### config.mk
export PLATFORM = sky130hd
export DESIGN_NAME = pesp_div
export DESIGN_NICKNAME = d
export VERILOG_FILES = /design/src/rtl/pesp_pkg.sv /design/src/rtl/pesp_div.sv
export SDC_FILE = /design/constraint.sdc
export NUM_CORES = 2
export LEC_CHECK = 0
export BUFFER_PORTS_ARGS = -buffer_cell sky130_fd_sc_hd__buf_4
export CORE_ASPECT_RATIO = 0.7
export CORE_MARGIN = 2
export CORE_UTILIZATION = 25
export DETAILED_ROUTE_END_ITERATION = 12
export GPL_TIMING_DRIVEN = 0
export HOLD_SLACK_MARGIN = 0.08
export PLACE_DENSITY_LB_ADDON = 0.2
export SYNTH_ARGS = -nofsm -noshare
export SYNTH_HDL_FRONTEND = slang
export SYNTH_SLANG_ARGS = --single-unit
### constraint.sdc
create_clock -name clk -period 21.3 [get_ports clk]
set_input_delay 4.26 -clock clk [delete_from_list [all_inputs] [get_ports clk]]
set_output_delay 4.26 -clock clk [all_outputs]
set_load 0.01 [all_outputs]
### src/rtl/pesp_pkg.sv
// shared types, register codes, reset values and saturation helper
// for the particle euler step core; no dependencies
package pesp_pkg;

	localparam int DIV_BITS = 4;

	localparam logic [2:0] REG_GRAVITY  = 3'd0;
	localparam logic [2:0] REG_DENSITY  = 3'd1;
	localparam logic [2:0] REG_BOUNCE   = 3'd2;
	localparam logic [2:0] REG_SIZE     = 3'd3;
	localparam logic [2:0] REG_NORMAL_X = 3'd4;
	localparam logic [2:0] REG_NORMAL_Y = 3'd5;
	localparam logic [2:0] REG_NORMAL_Z = 3'd6;
	localparam logic [2:0] REG_OFFSET   = 3'd7;

	localparam logic [30:0] RST_GRAVITY = 31'd655;
	localparam logic [30:0] RST_DENSITY = 31'd39322;
	localparam logic [30:0] RST_BOUNCE  = 31'd65536;
	localparam logic [30:0] RST_SIZE    = 31'd32768;
	localparam logic [31:0] OFF_DISABLED = 32'h8000_0000;

	typedef struct packed {
		logic [2:0][31:0] p;
		logic [2:0][31:0] v;
		logic [20:0]      mass;
		logic [20:0]      dt;
		logic [18:0]      life;
		logic             died;
	} item_t;

	function automatic logic signed [31:0] sat32(input logic signed [71:0] x);
		if (x > 72'sd2147483647) begin
			return 32'sh7fff_ffff;
		end else if (x < -72'sd2147483648) begin
			return 32'sh8000_0000;
		end else begin
			return $signed(x[31:0]);
		end
	endfunction

endpackage

### src/rtl/pesp_div.sv
// pipelined restoring divider, DIV_BITS quotient bits per stage
// depends on pesp_pkg
module pesp_div #(
	parameter int DW = 48,
	parameter int MW = 21
) (
	input  logic          clk,
	input  logic          en,
	input  logic [DW-1:0] num,
	input  logic [MW-1:0] den,
	output logic [DW-1:0] quo
);

	localparam int BPS = pesp_pkg::DIV_BITS;
	localparam int NST = (DW + BPS - 1) / BPS;
	localparam int PW  = NST * BPS;
	localparam int RW  = MW + 1;

	logic [PW-1:0] num_r [NST-1];
	logic [RW-1:0] rem_r [NST-1];
	logic [MW-1:0] den_r [NST-1];
	logic [PW-1:0] quo_r [NST];

	for (genvar i = 0; i < NST; i++) begin : g_st
		logic [PW-1:0] n_in, q_in, n_nx, q_nx;
		logic [RW-1:0] r_in, r_nx;
		logic [MW-1:0] d_in;

		if (i == 0) begin : g_first
			assign n_in = PW'(num);
			assign q_in = '0;
			assign r_in = '0;
			assign d_in = den;
		end else begin : g_rest
			assign n_in = num_r[i-1];
			assign q_in = quo_r[i-1];
			assign r_in = rem_r[i-1];
			assign d_in = den_r[i-1];
		end

		always_comb begin
			n_nx = n_in;
			q_nx = q_in;
			r_nx = r_in;
			for (int b = 0; b < BPS; b++) begin
				r_nx = {r_nx[RW-2:0], n_nx[PW-1]};
				n_nx = {n_nx[PW-2:0], 1'b0};
				if (r_nx >= {1'b0, d_in}) begin
					r_nx = r_nx - {1'b0, d_in};
					q_nx = {q_nx[PW-2:0], 1'b1};
				end else begin
					q_nx = {q_nx[PW-2:0], 1'b0};
				end
			end
		end

		always_ff @(posedge clk) begin
			if (en) begin
				quo_r[i] <= q_nx;
			end
		end

		if (i < NST - 1) begin : g_keep
			always_ff @(posedge clk) begin
				if (en) begin
					num_r[i] <= n_nx;
					rem_r[i] <= r_nx;
					den_r[i] <= d_in;
				end
			end
		end
	end

	assign quo = quo_r[NST-1][DW-1:0];

endmodule

== Word-level counts from Yosys, hierarchy flattened ==
Memory sizes are Yosys's and may differ from the RTL's.
Cells that the tools add are included.

* Add/subtract/negate cells: 47
* Multipliers: 0
* Divide/modulo/power cells: 0
* Order comparisons: 48
* Equality and inequality tests: 0
* Shift-type cells: 0
* Muxes and demuxes: 97
* Bitwise gates (word level): 0
* Reduce and logical (&&, ||, !) cells: 0

{| class="wikitable"
|+ Operators by type and width
! cell !! count
|-
| greater-or-equal comparator 22 x 21 -> 1 bit || 47
|-
| 2-to-1 mux 21 bit || 36
|-
| subtractor 21 bit || 35
|-
| 2-to-1 mux 22 bit || 11
|-
| subtractor 22 x 21 -> 22 bit || 11
|-
| 2-to-1 mux 1 bit || 50
|-
| greater-or-equal comparator 1 x 21 -> 1 bit || 1
|-
| subtractor 1 x 21 -> 21 bit || 1
|}

* Flip-flop bits (word level): 0
* Latch bits: 0
* Bits in writable memories: 1533
* Bits in read-only memories: 0
* Input bits: 71
* Output and inout port bits: 48
* Logic and storage cells: 196
* Memories kept: 4

{| class="wikitable"
|+ Memory list
! name !! words !! bits a word !! rd ports !! clocked after memory_dff !! write ports !! line !! text
|-
| quo_r || 12 || 48 || 12 || 0 || 12 || pesp_div.sv:22 || <nowiki>logic [PW-1:0] quo_r [NST];</nowiki>
|-
| num_r || 11 || 44 || 11 || 0 || 11 || pesp_div.sv:19 || <nowiki>logic [PW-1:0] num_r [NST-1];</nowiki>
|-
| rem_r || 11 || 22 || 11 || 0 || 11 || pesp_div.sv:20 || <nowiki>logic [RW-1:0] rem_r [NST-1];</nowiki>
|-
| den_r || 11 || 21 || 11 || 0 || 11 || pesp_div.sv:21 || <nowiki>logic [MW-1:0] den_r [NST-1];</nowiki>
|}

== Logic depth before layout (Yosys ltp) ==
An unclocked memory read counts as a cell.

* Depth after elaboration: 9
* Gate-level depth with buffers: 60
* Gate-level depth less buffers: 52

== Worst setup path before layout ==
Ideal clock, no wire load.

* Path type: input -> register
* From: in num[47]
* To: mem rem_r[0][11] (netlist name) (data pin)
* Library setup time: 260 ps
* Arrival: 13079 ps
* Data required time: 21040 ps
* Slack: 7962 ps
* Stages on the path: 37
* Buffers on the path: 2
* Path through: inv_1 ha_1 o211ai_2 nor2_1 mux2i_1 fa_1 a21o_1 a21o_1 a211o_1 a21oi_1 a31oi_1 a211oi_1 a21o_1 clkbuf_1 o21ai_0 fa_1 a21o_1 a21oi_1 o21ai_0 a2111oi_1 nor3_1 nor3_1 o31ai_1 a211oi_2 inv_2 mux2_2 ha_1 nand4_1 o211ai_1 a211oi_1 nor4_1 o22ai_1 and3b_1 a31o_2 inv_2 buf_4 mux2_2

{| class="wikitable"
|+ RTL lines
! item !! line !! text
|-
| start, declared || pesp_div.sv:9 || <nowiki>input logic [DW-1:0] num,</nowiki>
|-
| end, declared || pesp_div.sv:20 ||
|}

==> metrics.csv <==
stage,metric,value,unit
yosys,yosys-mux-area-fraction,0.06944,
global_route,grt.total_usage,0.1532,
worst_setup_path,critPathMaxStageDelay,810,ps
worst_setup_path,crit_arrival,18600,ps
timing,drv_slew,0,
timing,skew,61.02,ps
worst_setup_path,end_kind,flip-flop,
cts,clock_path_buffers,3,
worst_setup_path,crit_slowest_cell,mux2i_1,
cts,insertion_delay,800,ps
timing,fin_crit,18100,ps
cts,cts_root_buffer,clkbuf_16,
yosys,synth_enable_flop_cells,1038,
routing,drc,0,
place,dp_hpwl,231.7,mm
routing,routed_wl,285.6,mm
yosys,synth_fa_ha_area_frac,0.1500,
worst_setup_path,criticalPathCategory,reg2reg,
global_route,antenna_found_initial,16,
yosys,ys.flop_type,edfxtp_1,
worst_setup_path,cp_common_cell,a21oi_1,
final_layout,syn2layout_area_growth,12.41,%
worst_hold_path,worstHoldPathType,reg2reg,
yosys,synth.net_count,10192,
worst_setup_path,cp_max_fo,10,
routing,routedWlPerCell,20.21,um
place,portBuffers,118,
cts,htreeDepth,3,
cts,clock_sinks,1038,
die,rows,182,
die,ios,119,
routing,drtIter0Drc,7241,
yosys,synth_simple_gate_area_frac,0.1305,
timing,hold_violations,0,
yosys,ys_seq_elements,1038,
routing,firstDrtPassIters,6,
yosys,synthesis.instances,9086,
worst_setup_path,critPathRequiredTime,21800,ps
die,die-area,359300,sq um
yosys,synth_xor_area_frac,0.07136,
die,die_w,715.6,um
flow_run,cap_violations,0,
place,gp_congestion,0.9308,
global_route,gr-total-overflow,0,
global_route,grt_pass1_wl,425.2,mm
die,start_util,0.2517,
yosys,synth_top_family_by_area,compound AO/OA/AOI/OAI gates,
timing,rsz0062_at_grt,false,
routing,antenna_left,0,
global_route,grt_max_degree,168,
yosys,synthesis.area,88620,sq um
yosys,ys_types,100,
final_layout,drive_gt1_frac,0.1000,
timing,tightest_slew,1210,ps
timing,post-route-period-util,0.8500,
timing,max_clock_freq,55.23,MHz
timing,slew_headroom,0.1869,
status,status,"finished, final reports clean",
cts,path_clk_slew,60,ps
yosys,async_reset_ff_frac,0,
routing,vias_per_cell,5.100,
yosys,synth_warnings,0,
cts,cts_setup_buffers,0,
final_layout,fin_nets,10439,
yosys,synth_compound_area_frac,0.1928,
cts,ctsResizeCount,0,
die,die_height,502.1,um
yosys,avgSynthCellArea,9.753,sq um
cts,cts_tree,built,
timing,setup_tns,0,ps
routing,vias,72078,
worst_setup_path,start_kind,flip-flop,
cts,ctsHoldBuffers,0,
cts,numCtsBuffers,119,
final_layout,fill_cells,37048,
die,core_area,352100,sq um
timing,setup_violations,0,
global_route,grt_pass1_vias,67269,
yosys,ys_seq_area_frac,0.3517,
worst_setup_path,ff2ff_setup_slack,3200,ps
## per-stage QoR
step                      utilization  setup WS, ps  hold WS [ps]  cells  instance area, sq um
after global routing           0.2829          2133         405.9  14129                 99610
after global placement         0.2709          3649         400.2  13896                 95380
final                          0.2829          3195         401.5  14132                 99610
after CTS                      0.2829          3839         402.3  14127                 99600
after floorplan                     -          7962         400.3   9086                 88620
after detailed placement       0.2715          3654         404.5  13903                 95580
## final cells by class
| class | instances | area (sq um) | share of cell area |
|---|---|---|---|
| Inverter | 633 | 2376 | 0.02385 |
| Sequential cell | 1038 | 31170 | 0.3129 |
| Multi-Input combinational cell | 7269 | 54420 | 0.5464 |
| Clock buffer | 140 | 3078 | 0.03090 |
| Clock inverter | 84 | 939.7 | 0.009433 |
| Buffer | 146 | 648.1 | 0.006506 |
| Antenna cell | 4 | 10.01 | 0.0001005 |
| Timing Repair Buffer | 126 | 1096 | 0.01100 |
| Tap cell | 4692 | 5871 | 0.05893 |
## registers in the layout, indices dropped and copies added, names as in the netlist
signal	count
rem_r	231
den_r	231
num_r	264
quo_r	312
## layout by cell type, fill, tap and decap left out, types with 123 or more instances in the layout
| cell type | instances |
|---|---|
| edfxtp_1 | 1038 |
| ha_1 | 989 |
| a21oi_1 | 723 |
| inv_1 | 617 |
| nand2_1 | 598 |
| nor2_1 | 579 |
| o21ai_0 | 555 |
| xnor2_1 | 510 |
| mux2_2 | 426 |
| a21o_1 | 295 |
| xor2_1 | 212 |
| nor3_1 | 199 |
| nand3_1 | 171 |
| nand4_1 | 137 |
| o21a_1 | 135 |
| nand2b_1 | 134 |
| buf_4 | 125 |
| nor2b_1 | 123 |
## logic make-up (layout without fill, tap and decap cells)
kind of cell,count (synthesis),in the layout
mux,552,552
buf+inv,779,1129
other cells,0,4
simple gates,2359,2359
flops,1038,1038
fa+ha+maj,1035,1035
compound gates,2601,2601
xor+xnor,722,722
## cell usage after synthesis (83+ instances only)
library cell | n | area (sq um)
edfxtp_1 | 1038 | 31170
ha_1 | 989 | 12370
a21oi_1 | 723 | 3618
inv_1 | 617 | 2316
nand2_1 | 598 | 2245
nor2_1 | 579 | 2173
o21ai_0 | 555 | 2778
xnor2_1 | 510 | 4467
mux2_2 | 426 | 4797
a21o_1 | 295 | 2215
xor2_1 | 212 | 1857
nor3_1 | 199 | 996.0
nand3_1 | 171 | 855.8
nand4_1 | 137 | 857.1
o21a_1 | 135 | 1013
nand2b_1 | 134 | 838.3
nor2b_1 | 123 | 769.5
mux2i_1 | 107 | 1071
and3_1 | 93 | 581.8
a211oi_1 | 90 | 675.7
o21bai_1 | 83 | 623.1
## worst max-delay path: cells and delay by family, from the launching register on
kind,cells,cell delay (ps)
simple gates,6,890
fa+ha+maj,4,1620
buf+inv,13,3830
compound gates,32,10040
mux,1,810
flops,1,520
## final timing paths
kind,start,end,cells after the start
hold reg to reg,num_r[6][33],num_r[7][37],0
hold / removal,num_r[6][33],num_r[7][37],0
setup reg to reg,den_r[1][1],rem_r[2][12],56
setup / recovery,den_r[1][1],rem_r[2][12],56
## layer usage
layer | vias up | global-route usage | wire (um)
li1 | 34821 | - | -
met1 | 34642 | 0.2491 | 151700
met2 | 2410 | 0.1996 | 105000
met3 | 203 | 0.03667 | 25060
met4 | 2 | 0.02405 | 3820
met5 | - | 0 | 12
Power is left out: the tool's default activity adds up to more than one toggle a clock period on the data nets, which glitch-free logic cannot reach.
